[src/hw/rtl/spq_pkg.sv]
// ----------------------------------------------------------------------------
// spq_pkg
// shared constants and types for the stable priority queue
// ----------------------------------------------------------------------------
package spq_pkg;

  localparam int SPQ_CAPACITY      = 16;
  localparam int SPQ_PRIORITY_BITS = 8;
  localparam int SPQ_TAG_BITS      = 8;

  // operation code carried on the mode field
  typedef enum logic {
    MODE_ENQ = 1'b0,
    MODE_DEQ = 1'b1
  } spq_mode_t;

  // per-cycle command broadcast to every cell
  typedef struct packed {
    logic enq;
    logic deq;
  } spq_op_t;

endpackage

[src/hw/rtl/spq_cell.sv]
// ----------------------------------------------------------------------------
// spq_cell
// one slot of the sorted chain: holds an entry, shifts left or right
// ----------------------------------------------------------------------------
module spq_cell #(
  parameter int PRIORITY_BITS = spq_pkg::SPQ_PRIORITY_BITS,
  parameter int TAG_BITS      = spq_pkg::SPQ_TAG_BITS
) (
  input  logic                     clk,
  input  logic                     rst_n,
  input  spq_pkg::spq_op_t         op,
  input  logic [PRIORITY_BITS-1:0] new_prio,
  input  logic [TAG_BITS-1:0]      new_tag,
  input  logic                     left_valid,
  input  logic [PRIORITY_BITS-1:0] left_prio,
  input  logic [TAG_BITS-1:0]      left_tag,
  input  logic                     left_ge,
  input  logic                     right_valid,
  input  logic [PRIORITY_BITS-1:0] right_prio,
  input  logic [TAG_BITS-1:0]      right_tag,
  output logic                     valid,
  output logic [PRIORITY_BITS-1:0] prio,
  output logic [TAG_BITS-1:0]      tag,
  output logic                     ge
);
  import spq_pkg::*;

  logic                     valid_r, valid_nxt;
  logic [PRIORITY_BITS-1:0] prio_r, prio_nxt;
  logic [TAG_BITS-1:0]      tag_r, tag_nxt;

  // entry stays ahead of the new one when equal or higher
  assign ge = valid_r && (prio_r >= new_prio);

  always_comb begin
    valid_nxt = valid_r;
    prio_nxt  = prio_r;
    tag_nxt   = tag_r;
    if (op.deq) begin
      valid_nxt = right_valid;
      prio_nxt  = right_prio;
      tag_nxt   = right_tag;
    end else if (op.enq && !ge) begin
      if (left_ge) begin
        valid_nxt = 1'b1;
        prio_nxt  = new_prio;
        tag_nxt   = new_tag;
      end else begin
        valid_nxt = left_valid;
        prio_nxt  = left_prio;
        tag_nxt   = left_tag;
      end
    end
  end

  always_ff @(posedge clk) begin
    if (!rst_n) begin
      valid_r <= 1'b0;
    end else begin
      valid_r <= valid_nxt;
    end
  end

  always_ff @(posedge clk) begin
    prio_r <= prio_nxt;
    tag_r  <= tag_nxt;
  end

  assign valid = valid_r;
  assign prio  = prio_r;
  assign tag   = tag_r;

endmodule

[src/hw/rtl/stable_priority_queue.sv]
// result: registered, presented in the cycle after the input beat is taken
// throughput: one item per cycle while the result side keeps taking beats
// every slot updates in parallel from its own compare and its neighbors
// reset: synchronous active low, queue comes up empty, payload slots undefined
// ----------------------------------------------------------------------------
// stable_priority_queue
// bounded priority queue kept sorted in a chain of cells; equal priorities
// leave in arrival order; each beat reports dequeued entry, drop flag, head and count
// ----------------------------------------------------------------------------
module stable_priority_queue #(
  parameter int CAPACITY      = spq_pkg::SPQ_CAPACITY,
  parameter int PRIORITY_BITS = spq_pkg::SPQ_PRIORITY_BITS,
  parameter int TAG_BITS      = spq_pkg::SPQ_TAG_BITS,
  parameter int CNT_W         = $clog2(CAPACITY + 1)
) (
  input  logic                     clk,
  input  logic                     rst_n,
  // input channel
  input  logic                     in_valid,
  output logic                     in_ready,
  input  logic                     in_mode,
  input  logic [PRIORITY_BITS-1:0] in_entry_priority,
  input  logic [TAG_BITS-1:0]      in_entry_tag,
  // result channel
  output logic                     out_valid,
  input  logic                     out_ready,
  output logic                     out_dequeue_valid,
  output logic [TAG_BITS-1:0]      out_tag,
  output logic [PRIORITY_BITS-1:0] out_priority,
  output logic                     out_enqueue_dropped,
  output logic                     out_head_valid,
  output logic [TAG_BITS-1:0]      out_head_tag,
  output logic [PRIORITY_BITS-1:0] out_head_priority,
  output logic [CNT_W-1:0]         out_entry_count
);
  import spq_pkg::*;

  // cell chain taps, slot 0 is the head
  logic [CAPACITY-1:0]      cell_valid;
  logic [CAPACITY-1:0]      cell_ge;
  logic [PRIORITY_BITS-1:0] cell_prio [CAPACITY];
  logic [TAG_BITS-1:0]      cell_tag  [CAPACITY];

  // result register and entry counter
  logic                     out_valid_r, out_valid_nxt;
  logic                     deq_valid_r, deq_valid_nxt;
  logic [TAG_BITS-1:0]      deq_tag_r, deq_tag_nxt;
  logic [PRIORITY_BITS-1:0] deq_prio_r, deq_prio_nxt;
  logic                     dropped_r, dropped_nxt;
  logic [CNT_W-1:0]         count_r, count_nxt;

  logic    accept;
  logic    is_deq;
  logic    full;
  logic    empty;
  spq_op_t op;

  // a new beat is taken once the previous result has gone or is going now;
  // the chain only moves on an accepted beat so head and count stay put
  // while a result waits
  assign in_ready = !out_valid_r || out_ready;
  assign accept   = in_valid && in_ready;
  assign is_deq   = (spq_mode_t'(in_mode) == MODE_DEQ);
  assign full     = (count_r == CNT_W'(CAPACITY));
  assign empty    = (count_r == '0);

  // full enqueue and empty dequeue leave the chain untouched
  assign op.enq = accept && !is_deq && !full;
  assign op.deq = accept && is_deq && !empty;

  for (genvar i = 0; i < CAPACITY; i++) begin : g_cell
    logic                     lv, lg, rv;
    logic [PRIORITY_BITS-1:0] lp, rp;
    logic [TAG_BITS-1:0]      lt, rt;

    // head has nothing ahead of it, so a new entry can land here directly
    if (i == 0) begin : g_head
      assign lv = 1'b0;
      assign lp = '0;
      assign lt = '0;
      assign lg = 1'b1;
    end else begin : g_mid
      assign lv = cell_valid[i-1];
      assign lp = cell_prio[i-1];
      assign lt = cell_tag[i-1];
      assign lg = cell_ge[i-1];
    end

    // tail takes an empty slot on dequeue
    if (i == CAPACITY - 1) begin : g_tail
      assign rv = 1'b0;
      assign rp = '0;
      assign rt = '0;
    end else begin : g_body
      assign rv = cell_valid[i+1];
      assign rp = cell_prio[i+1];
      assign rt = cell_tag[i+1];
    end

    spq_cell #(
      .PRIORITY_BITS (PRIORITY_BITS),
      .TAG_BITS      (TAG_BITS)
    ) u_cell (
      .clk         (clk),
      .rst_n       (rst_n),
      .op          (op),
      .new_prio    (in_entry_priority),
      .new_tag     (in_entry_tag),
      .left_valid  (lv),
      .left_prio   (lp),
      .left_tag    (lt),
      .left_ge     (lg),
      .right_valid (rv),
      .right_prio  (rp),
      .right_tag   (rt),
      .valid       (cell_valid[i]),
      .prio        (cell_prio[i]),
      .tag         (cell_tag[i]),
      .ge          (cell_ge[i])
    );
  end

  // result and count next state
  always_comb begin
    out_valid_nxt = out_valid_r;
    deq_valid_nxt = deq_valid_r;
    deq_tag_nxt   = deq_tag_r;
    deq_prio_nxt  = deq_prio_r;
    dropped_nxt   = dropped_r;
    count_nxt     = count_r;
    if (out_valid_r && out_ready) begin
      out_valid_nxt = 1'b0;
    end
    if (accept) begin
      out_valid_nxt = 1'b1;
      deq_valid_nxt = op.deq;
      deq_tag_nxt   = op.deq ? cell_tag[0] : '0;
      deq_prio_nxt  = op.deq ? cell_prio[0] : '0;
      dropped_nxt   = !is_deq && full;
      if (op.enq) begin
        count_nxt = count_r + CNT_W'(1);
      end else if (op.deq) begin
        count_nxt = count_r - CNT_W'(1);
      end
    end
  end

  always_ff @(posedge clk) begin
    if (!rst_n) begin
      out_valid_r <= 1'b0;
      count_r     <= '0;
    end else begin
      out_valid_r <= out_valid_nxt;
      count_r     <= count_nxt;
    end
  end

  always_ff @(posedge clk) begin
    deq_valid_r <= deq_valid_nxt;
    deq_tag_r   <= deq_tag_nxt;
    deq_prio_r  <= deq_prio_nxt;
    dropped_r   <= dropped_nxt;
  end

  assign out_valid           = out_valid_r;
  assign out_dequeue_valid   = deq_valid_r;
  assign out_tag             = deq_tag_r;
  assign out_priority        = deq_prio_r;
  assign out_enqueue_dropped = dropped_r;
  // head comes straight off the chain and count off the counter, both already updated by the beat
  assign out_head_valid      = cell_valid[0];
  assign out_head_tag        = cell_valid[0] ? cell_tag[0] : '0;
  assign out_head_priority   = cell_valid[0] ? cell_prio[0] : '0;
  assign out_entry_count     = count_r;

`ifndef SYNTH
  // counter agrees with the occupied cells
  a_count_matches: assert property (@(posedge clk) disable iff (!rst_n)
    $countones(cell_valid) == int'(count_r))
    else $error("entry count disagrees with occupied cells");

  // occupied cells form an unbroken run from the head
  a_valid_prefix: assert property (@(posedge clk) disable iff (!rst_n)
    (cell_valid & (cell_valid + CAPACITY'(1))) == '0)
    else $error("hole in the cell chain");

  // an enqueue into a full queue is reported as dropped and leaves count
  a_full_drop: assert property (@(posedge clk) disable iff (!rst_n)
    (accept && !is_deq && full) |=> (out_enqueue_dropped && full))
    else $error("enqueue into full queue not dropped");
`endif

endmodule

[config.mk]
export PLATFORM = sky130hd
export DESIGN_NAME = stable_priority_queue
export DESIGN_NICKNAME = d
export VERILOG_FILES = /design/src/hw/rtl/spq_pkg.sv /design/src/hw/rtl/spq_cell.sv /design/src/hw/rtl/stable_priority_queue.sv
export SDC_FILE = /design/constraint.sdc
export NUM_CORES = 1
export LEC_CHECK = 0
export ABC_CLOCK_PERIOD_IN_PS = 5500
export BUFFER_PORTS_ARGS = -buffer_cell sky130_fd_sc_hd__buf_2
export CAP_MARGIN = 10
export CORE_ASPECT_RATIO = 0.7
export CORE_MARGIN = 2
export CORE_UTILIZATION = 32
export CTS_BUF_LIST = sky130_fd_sc_hd__clkbuf_16
export DETAILED_ROUTE_END_ITERATION = 10
export GPL_TIMING_DRIVEN = 0
export SLEW_MARGIN = 25
export SYNTH_ARGS = -nofsm -noshare
export SYNTH_HDL_FRONTEND = slang
export SYNTH_SLANG_ARGS = --single-unit
export TNS_END_PERCENT = 20
[constraint.sdc]
create_clock -name clk -period 5.5 [get_ports clk]
set_clock_uncertainty 0.15 [all_clocks]
set_input_delay 0.825 -clock clk [delete_from_list [all_inputs] [get_ports clk]]
set_output_delay 0.825 -clock clk [all_outputs]
set_load 0.005 [all_outputs]
## Yosys cells after proc, flatten, opt, wreduce, memory -nomap -nowiden

Index checks and enable logic that the tools add are counted.
Widths: inputs -> output; s select.

- Mux-type cells: 141
- Magnitude comparators: 16
- Bitwise gates (word level): 1
- Equal/unequal tests: 1
- $add $sub $neg: 2
- Reduce and logical (&&, ||, !) cells: 80

Operators by type and width:

| cell | number |
|---|---|
| $mux 8 | 92 |
| $ge 8x8->1 | 16 |
| $mux 1 | 47 |
| $logic_and 1x1->1 | 39 |
| $reduce_bool 2->1 | 17 |
| $logic_not 1->1 | 20 |
| $mux 5 | 2 |
| $add 5x1->5 const B | 1 |
| $eq 5x5->1 const B | 1 |
| $logic_not 5->1 | 1 |
| $sub 5x1->5 const B | 1 |
| $reduce_and 2->1 | 1 |
| $reduce_or 2->1 | 1 |
| $logic_or 1x1->1 | 1 |
| $not 1->1 | 1 |

- Input port bits: 21
- Word-level logic and storage cells: 295
- Flip-flop bits (word level): 296

## Depth between registers and ports, before layout

Gate-level depths: netlist (run 1).

- Depth in word-level cells: 8
- Gate-level depth with buffers: 10
- Depth with buffers taken out: 9

## By module

A second synthesis (run 1) with hierarchy kept.

- Cell total of the unflattened synthesis: 1815
- Area, all modules: 18964.4 µm²

Modules (own cells, without submodules):

| module | instances | area an instance (µm²) | cells an instance |
|---|---|---|---|
| spq_cell | 16 | 1107.3 | 107 |
| stable_priority_queue | 1 | 1247.4 | 103 |

## Worst setup path after synthesis (run 1)

OpenSTA, ideal clock, no wires.

- Kind: in2reg
- From: input port in_entry_priority[5]
- To: register g_cell[14].u_cell.prio_r[0] (enable)
- Slack: 1256 ps
- Stages: 10
- Buffers on the path: 3
- Arrival: 3706 ps
- Cells stage by stage: clkbuf_1 > inv_1 > ha_1 > a211o_1 > a21oi_1 > nand2b_1 > clkbuf_2 > clkbuf_1 > a21oi_1 > nor2_1

- Longest elaborated chain between the ends: 5

Ends and longest elaborated chain:

| item | RTL line | RTL |
|---|---|---|
| start, declared | stable_priority_queue.sv:22 | `input logic [PRIORITY_BITS-1:0] in_entry_priority,` |
| $ge 8x8->1 | spq_cell.sv:33 | `assign ge = valid_r && (prio_r >= new_prio);` |
| $logic_and 1x1->1 | spq_cell.sv:33 |  |
| $logic_not 1->1 | spq_cell.sv:43 | `end else if (op.enq && !ge) begin` |
| $logic_and 1x1->1 | spq_cell.sv:43 |  |
| $reduce_bool 2->1 (no source line) | -- |  |
| end signal, assigned | spq_cell.sv:65 | `prio_r <= prio_nxt;` |
| end, declared | spq_cell.sv:29 | `logic [PRIORITY_BITS-1:0] prio_r, prio_nxt;` |

No other way between the ends.
A chain may end at the register's enable or synchronous reset.

## Final worst setup path (run 1)

- From: input port in_entry_priority[1]
- To: register g_cell[13].u_cell.tag_r[0] (enable)

- Longest elaborated chain between the ends: 5

Ends and longest elaborated chain:

| item | RTL line | RTL |
|---|---|---|
| $ge 8x8->1 | spq_cell.sv:33 |  |
| $logic_and 1x1->1 | spq_cell.sv:33 |  |
| $logic_not 1->1 | spq_cell.sv:43 |  |
| $logic_and 1x1->1 | spq_cell.sv:43 |  |
| $reduce_bool 2->1 (no source line) | -- |  |
| end signal, assigned | spq_cell.sv:66 | `tag_r <= tag_nxt;` |
| end, declared | spq_cell.sv:30 | `logic [TAG_BITS-1:0] tag_r, tag_nxt;` |

No other way between the ends.

==> run_results.csv, run 1 <==
group,metric,value,unit
yosys,yosysSeqAreaShare,0.480,
critical_path,critPathMaxFanout,17,
drt,drt_iter0_markers,1924,
timing,worst_pin_slew,1110,ps
critical_path,crit_type,"input pin to register",
floorplan,start_util,0.322,
yosys,yosys_register_bits,296,
layout,drive_gt1_frac,0.119,
drt,vias,15100,
critical_path,worst_setup_path_end_kind,"register",
critical_path,worst_path_dominant_cell_family,"buffers and inverters",
yosys,async_flop_share,0,
critical_path,r2r-start,"g_cell[14].u_cell.prio[5]$_DFFE_PP_",
timing,min_period,5330,ps
critical_path,cp.depth,10,
global_routing,grt_use_met3,0.0402,
layout,fill_cells,5422,
global_routing,busiest_layer,"met1",
clocking,clock_tree.buffer_depth,3,
yosys,avgSynthCellArea,10.2,sq um
clocking,cts.sinks,296,
yosys,yosys.area.top_type,"edfxtp_1",
critical_path,rrSetupSlack,1650,ps
floorplan,fp.coreArea,0.0550,sq mm
flow_run,maxCapViolCount,0,
drt,drc,0,
timing,fin_crit_sh,0.969,
yosys,synth_fa_ha_area_frac,0.0935,
layout,most-common-layout-cells,"nand2_1, edfxtp_1, ha_1",
yosys,muxShareOfSynthArea,0.0643,
outcome,status,"finished, final reports clean",
power_and_ir_drop,total_power,10.3,mW
yosys,synth_area,0.0177,sq mm
drt,wl,61000,um
power_and_ir_drop,power_density,505,mW/mm^2
critical_path,worstSetupStartpoint,"in_entry_priority[1]",
clocking,cts_root_buf,"clkbuf_16",
global_routing,grt_pass1_vias,14000,
timing,relSlewSlack,0.261,
critical_path,max_stage_delay,700,ps
critical_path,cp.arrival,5490,ps
global_routing,antenna_found_initial,0,
min_path,hold_path_class,"register to register",
place,place_area,0.0193,sq mm
layout,diodes,0,
yosys,synth_top_area_share,0.437,
layout,nNetsFinal,1997,
power_and_ir_drop,p_leak,7.91,nW
layout,area_delta_synth_final,14.9,%
drt,avgViaCountPerCell,5.77,
place,dp_hpwl,45000,um
clocking,clk_latency,600,ps
floorplan,num_io_pins,63,
yosys,synth_xor_area_frac,0.00247,
place,gp_congestion,0.913,
power_and_ir_drop,ir_drop,294,uV
yosys,yosysWarnings,0,
critical_path,required,5660,ps
place,io_buffer_count,62,
timing,rsz0062_at_grt,"false",
timing,fmax,188,MHz
global_routing,use_met2,0.286,
layout,finish.utilization,0.370,
clocking,cts_tree,"built",
critical_path,cp_cell_sequence,"buf_2 > clkbuf_1 > inv_1 > ha_1 > a2111o_1 > a32oi_2 > clkbuf_1 > nor2_1 > nor2_2 > buf_8",
min_path,hold_start,"g_cell[15].u_cell.tag[3]$_SDFFE_PP0P_",
global_routing,grtUsageMet1,0.333,
critical_path,reg2reg_to,"g_cell[14].u_cell.prio[2]$_DFFE_PP_",
floorplan,die_h,201,um
yosys,synthFlopType,"edfxtp_1",
yosys,synth_top_family_by_area,"compound AO/OA/AOI/OAI gates",
clocking,ctsResizeCount,0,
critical_path,crit_buf_inv,5,
critical_path,crit_path_end,"g_cell[13].u_cell.tag[0]$_DFFE_PP_",
yosys,synth_edf_count,258,
timing,tns,0,ps
layout,final_common_cell,"nand2_1",
clocking,clk_pin_slew,60,ps
critical_path,reg2reg_depth,9,
drt,dr.pass1.iters,6,
clocking,cts_buffers,31,
yosys,synth_area_leaders,"edfxtp_1, ha_1, nand2_1",
clocking,ctsHoldBuffers,0,
critical_path,cp-start-kind,"input pin",
timing,hold_violations,0,
timing,setup_violations,0,
layout,postLayoutCellArea,0.0204,sq mm
yosys,synth_nets,1894,
global_routing,grt.overflow.total,0,
yosys,syn-instance-count,1741,
critical_path,crit_path_frequent_cell,"clkbuf_1",
yosys,synth-simple-area-share,0.151,
drt,drtAntennaViolNets,0,
global_routing,grt_pass1_wl,91500,um
clocking,post_cts_buffers,0,
timing,drv_slew,0,
yosys,synth_cell_types,52,
floorplan,fp.dieArea,0.0574,sq mm
drt,wl_per_cell,23.4,um
critical_path,slowest_stage,"inv_1",
yosys,synth_compound_area_frac,0.163,
clocking,h-tree-depth,1,
global_routing,grtUsageTotal,0.208,
global_routing,grt_max_degree,20,
floorplan,rows,72,
floorplan,die_w,285,um
==> synth_stat cells, types with 3 or more instances <==
master	n
o32a_1	12
ha_1	131
o21ai_1	106
a21boi_0	4
edfxtp_1	258
nor4b_1	16
a21o_1	4
a311oi_1	16
mux2i_1	114
o21a_1	29
nand3_1	127
buf_6	4
nand2b_1	19
buf_2	66
a31oi_1	25
buf_4	10
o211ai_1	114
nand2_1	333
nor2_1	37
dfxtp_1	38
inv_1	40
and2_1	34
o221ai_1	15
a21oi_1	34
a2111oi_0	12
clkbuf_1	51
buf_1	3
and4_1	14
xnor2_1	4
o21ai_0	45
==> metal layers <==
layer | wire length [um] | up-vias | part of all wire
met3 | 6220 | 68 | 0.10
met5 | 0 | - | 0
li1 | - | 6748 | -
met1 | 29700 | 7471 | 0.49
met2 | 24200 | 763 | 0.40
met4 | 871 | 0 | 0.014
==> worst min-delay path by stage <==
| stage | end | slack [ps] | cells past startpoint |
|---|---|---|---|
| after CTS | g_cell[15].u_cell.tag[3]$_SDFFE_PP0P_ | 310 | 2 |
| after global routing | g_cell[15].u_cell.tag[6]$_SDFFE_PP0P_ | 330 | 2 |
| final | g_cell[15].u_cell.tag[3]$_SDFFE_PP0P_ | 310 | 2 |
| after detailed placement | g_cell[15].u_cell.tag[3]$_SDFFE_PP0P_ | 300 | 2 |
| after floorplan | g_cell[15].u_cell.prio[0]$_SDFFE_PP0P_ | 280 | 2 |
| after global placement | g_cell[15].u_cell.tag[6]$_SDFFE_PP0P_ | 290 | 2 |
==> registers in the layout, indices dropped and copies added, names as in the netlist <==
name                 flops
g_cell.u_cell.prio     128
g_cell.u_cell.tag      128
g_cell.u_cell.valid     16
out_dequeue_valid        1
out_enqueue_dropped      1
out_entry_count          5
out_priority             8
out_tag                  8
out_valid                1
==> cells by family (layout without fill, tap and decap cells) <==
logic type	Yosys count	count (layout)
XOR/XNOR	5	5
flip-flops	296	296
AND/OR/NAND/NOR	588	588
multiplexers	114	114
buffers and inverters	176	304
AO/OA/AOI/OAI	430	430
adder cells (fa/ha/maj)	132	132
==> report_power, final <==
part | switching (mW) | internal [mW]
Combinational | 2.36 | 1.38
Sequential | 0.631 | 3.59
Clock | 0.970 | 1.35
Total | 3.96 | 6.33
==> worst min-delay path: stages (launching register included) <==
cell     delay (ps)
dfxtp_1         310
nand2_1          50
mux2i_1          50
==> per-stage QoR <==
step,hold WS (ps),cells,worst slack [ps]
floorplan,285,1741,1260
global placement,295,2543,-1020
detailed placement,301,2551,-305
CTS,309,2609,293
global route,334,2609,53.2
finish,312,2609,170
==> area by class of cell <==
| class | count | area, sq um | share of cell area |
|---|---|---|---|
| multi-input combinational | 1269 | 8600 | 0.422 |
| sequential | 296 | 8510 | 0.417 |
| tap | 740 | 926 | 0.0454 |
| clock buffer | 31 | 776 | 0.0381 |
| buffer | 135 | 659 | 0.0323 |
| timing repair buffer | 70 | 444 | 0.0218 |
| clock inverter | 27 | 315 | 0.0155 |
| inverter | 41 | 154 | 0.00755 |
Power figures use the tool's default switching activity.
==> run 2: changes to the inputs <==
--- a/config.mk
+++ b/config.mk
@@ -17,5 +17,6 @@
 export SLEW_MARGIN = 25
 export SYNTH_ARGS = -nofsm -noshare
 export SYNTH_HDL_FRONTEND = slang
+export SYNTH_HIERARCHICAL = 1
 export SYNTH_SLANG_ARGS = --single-unit
 export TNS_END_PERCENT = 20
==> run 2 against run 1 <==
  * Critical path depth down 2
  * Combinational power shrank 5.6%
  * Die area is 6.8% higher
  * Sequential power rose by 10%
  * Non-clock buffer count shrank 44
  * Core utilization is 0.40 points lower
  * Critical path type unchanged
  * Critical endpoint is now g_cell[5].u_cell/tag[2]$_DFFE_PP_
  * Largest power group unchanged
  * Highest routed layer unchanged
==> run_results.csv, run 2 <==
group,metric,value,unit
timing,setup_violations,0,
floorplan,fp.coreArea,0.0584,sq mm
layout,area_delta_synth_final,12.9,%
critical_path,reg2reg_to,"g_cell[5].u_cell/tag[2]$_DFFE_PP_",
timing,min_period,3650,ps
critical_path,max_stage_delay,790,ps
clocking,cts.sinks,296,
floorplan,fp.dieArea,0.0612,sq mm
power_and_ir_drop,power_density,480,mW/mm^2
floorplan,num_io_pins,63,
drt,wl_per_cell,19.6,um
timing,relSlewSlack,0.304,
min_path,hold_path_class,"register to register",
yosys,synth_area,0.0190,sq mm
clocking,cts_tree,"built",
layout,most-common-layout-cells,"o21ai_0, edfxtp_1, nand2_1, mux2i_1, inv_1",
yosys,syn-instance-count,1814,
drt,wl,54200,um
drt,vias,14600,
layout,diodes,0,
drt,avgViaCountPerCell,5.26,
layout,nNetsFinal,2098,
critical_path,rrSetupSlack,1860,ps
global_routing,grt_pass1_wl,83200,um
critical_path,cp-start-kind,"input pin",
critical_path,cp_cell_sequence,"buf_2 > or2b_1 > nand2_1 > inv_1 > o211a_4 > buf_6 > clkbuf_1 > a311o_1",
clocking,post_cts_buffers,0,
clocking,h-tree-depth,2,
timing,tns,0,ps
min_path,hold-path-cell-count,2,
clocking,clock_tree.buffer_depth,3,
timing,worst_pin_slew,1040,ps
critical_path,slowest_stage,"a311o_1",
yosys,yosysWarnings,6,
global_routing,grt_pass1_vias,14000,
global_routing,antenna_found_initial,0,
power_and_ir_drop,p_leak,7.77,nW
critical_path,reg2reg_depth,7,
floorplan,die_w,295,um
drt,drt_iter0_markers,1447,
global_routing,grtUsageTotal,0.175,
layout,final_cells,2768,
timing,fmax,274,MHz
clocking,cts_root_buf,"clkbuf_16",
critical_path,worst_setup_path_end_kind,"register",
floorplan,start_util,0.324,
critical_path,r2r-start,"out_valid$_SDFFE_PN0P_",
layout,final_common_cell,"o21ai_0",
drt,drc,0,
timing,hold_ws,373,ps
power_and_ir_drop,total_power,10.3,mW
place,io_buffer_count,61,
flow_run,maxCapViolCount,0,
place,dp_hpwl,39500,um
clocking,ctsResizeCount,0,
clocking,clk_latency,530,ps
layout,drive_gt1_frac,0.0975,
min_path,hold_start,"out_entry_count[3]$_SDFFE_PN0P_",
min_path,hold_end,"out_entry_count[3]$_SDFFE_PN0P_",
critical_path,critPathMaxFanout,26,
clocking,ctsHoldBuffers,0,
global_routing,grt.overflow.total,0,
place,gp_congestion,0.866,
floorplan,die_h,208,um
timing,rsz0062_at_grt,"false",
critical_path,required,5480,ps
timing,hold_violations,0,
critical_path,crit_type,"input pin to register",
outcome,status,"finished, final reports clean",
yosys,avgSynthCellArea,10.5,sq um
floorplan,rows,74,
critical_path,cp.arrival,3640,ps
clocking,clk_pin_slew,60,ps
global_routing,grt_max_degree,49,
power_and_ir_drop,ir_drop,170,uV
clocking,cts_buffers,34,
place,dp_cells,2707,
drt,dr.pass1.iters,7,
timing,drv_slew,0,
timing,fin_crit_sh,0.664,
drt,drtAntennaViolNets,0,
## run 2: worst max-delay path, delay by kind of cell
| kind | cells | cell delay [ps] |
|---|---|---|
| buffers and inverters | 4 | 1300 |
| and+or+nand+nor | 2 | 370 |
| AOI/OAI and AO/OA | 2 | 1110 |
## run 2: cell type report
cell class              instances  area, sq um
clock inverters                26          118
multi-input cells            1288         9340
repair buffers                 62          325
well taps                     798          998
inverters                     164          616
fillers                      5768        37000
clock buffers                  35          876
flip-flops and latches        296         8670
plain buffers                  99          459
## run 2: power by group
group | internal (mW) | total (mW) | switching, mW
Sequential | 3.82 | 4.66 | 0.843
Combinational | 1.42 | 3.53 | 2.12
Clock | 1.15 | 2.08 | 0.928
## run 2: layer usage
| layer | vias up | part of all wire | global-route usage |
|---|---|---|---|
| met5 | - | 0 | 0 |
| met4 | 0 | 0.016 | 0.0354 |
| met3 | 60 | 0.10 | 0.0375 |
| met2 | 611 | 0.39 | 0.235 |
| met1 | 7106 | 0.50 | 0.281 |
| li1 | 6778 | - | - |
## run 2: worst max-delay path by stage
stage | start | end | slack [ps]
after floorplan | out_ready | g_cell[0].u_cell/prio[0]$_DFFE_PP_ | 1780
after global placement | out_ready | g_cell[5].u_cell/tag[2]$_DFFE_PP_ | 530
after detailed placement | out_ready | g_cell[5].u_cell/tag[3]$_DFFE_PP_ | 1330
after CTS | out_valid$_SDFFE_PN0P_ | g_cell[5].u_cell/tag[4]$_DFFE_PP_ | 1860
after global routing | out_valid$_SDFFE_PN0P_ | g_cell[7].u_cell/tag[1]$_DFFE_PP_ | 1610
final | out_ready | g_cell[5].u_cell/tag[2]$_DFFE_PP_ | 1850
## run 2: through the flow
step | area (sq um) | setup slack, ps | util
final | 21400 | 1850 | 0.366
after global placement | 20400 | 535 | 0.349
after floorplan | 19100 | 1780 | -
after detailed placement | 20400 | 1330 | 0.349
after global routing | 21400 | 1610 | 0.366
after CTS | 21400 | 1860 | 0.366
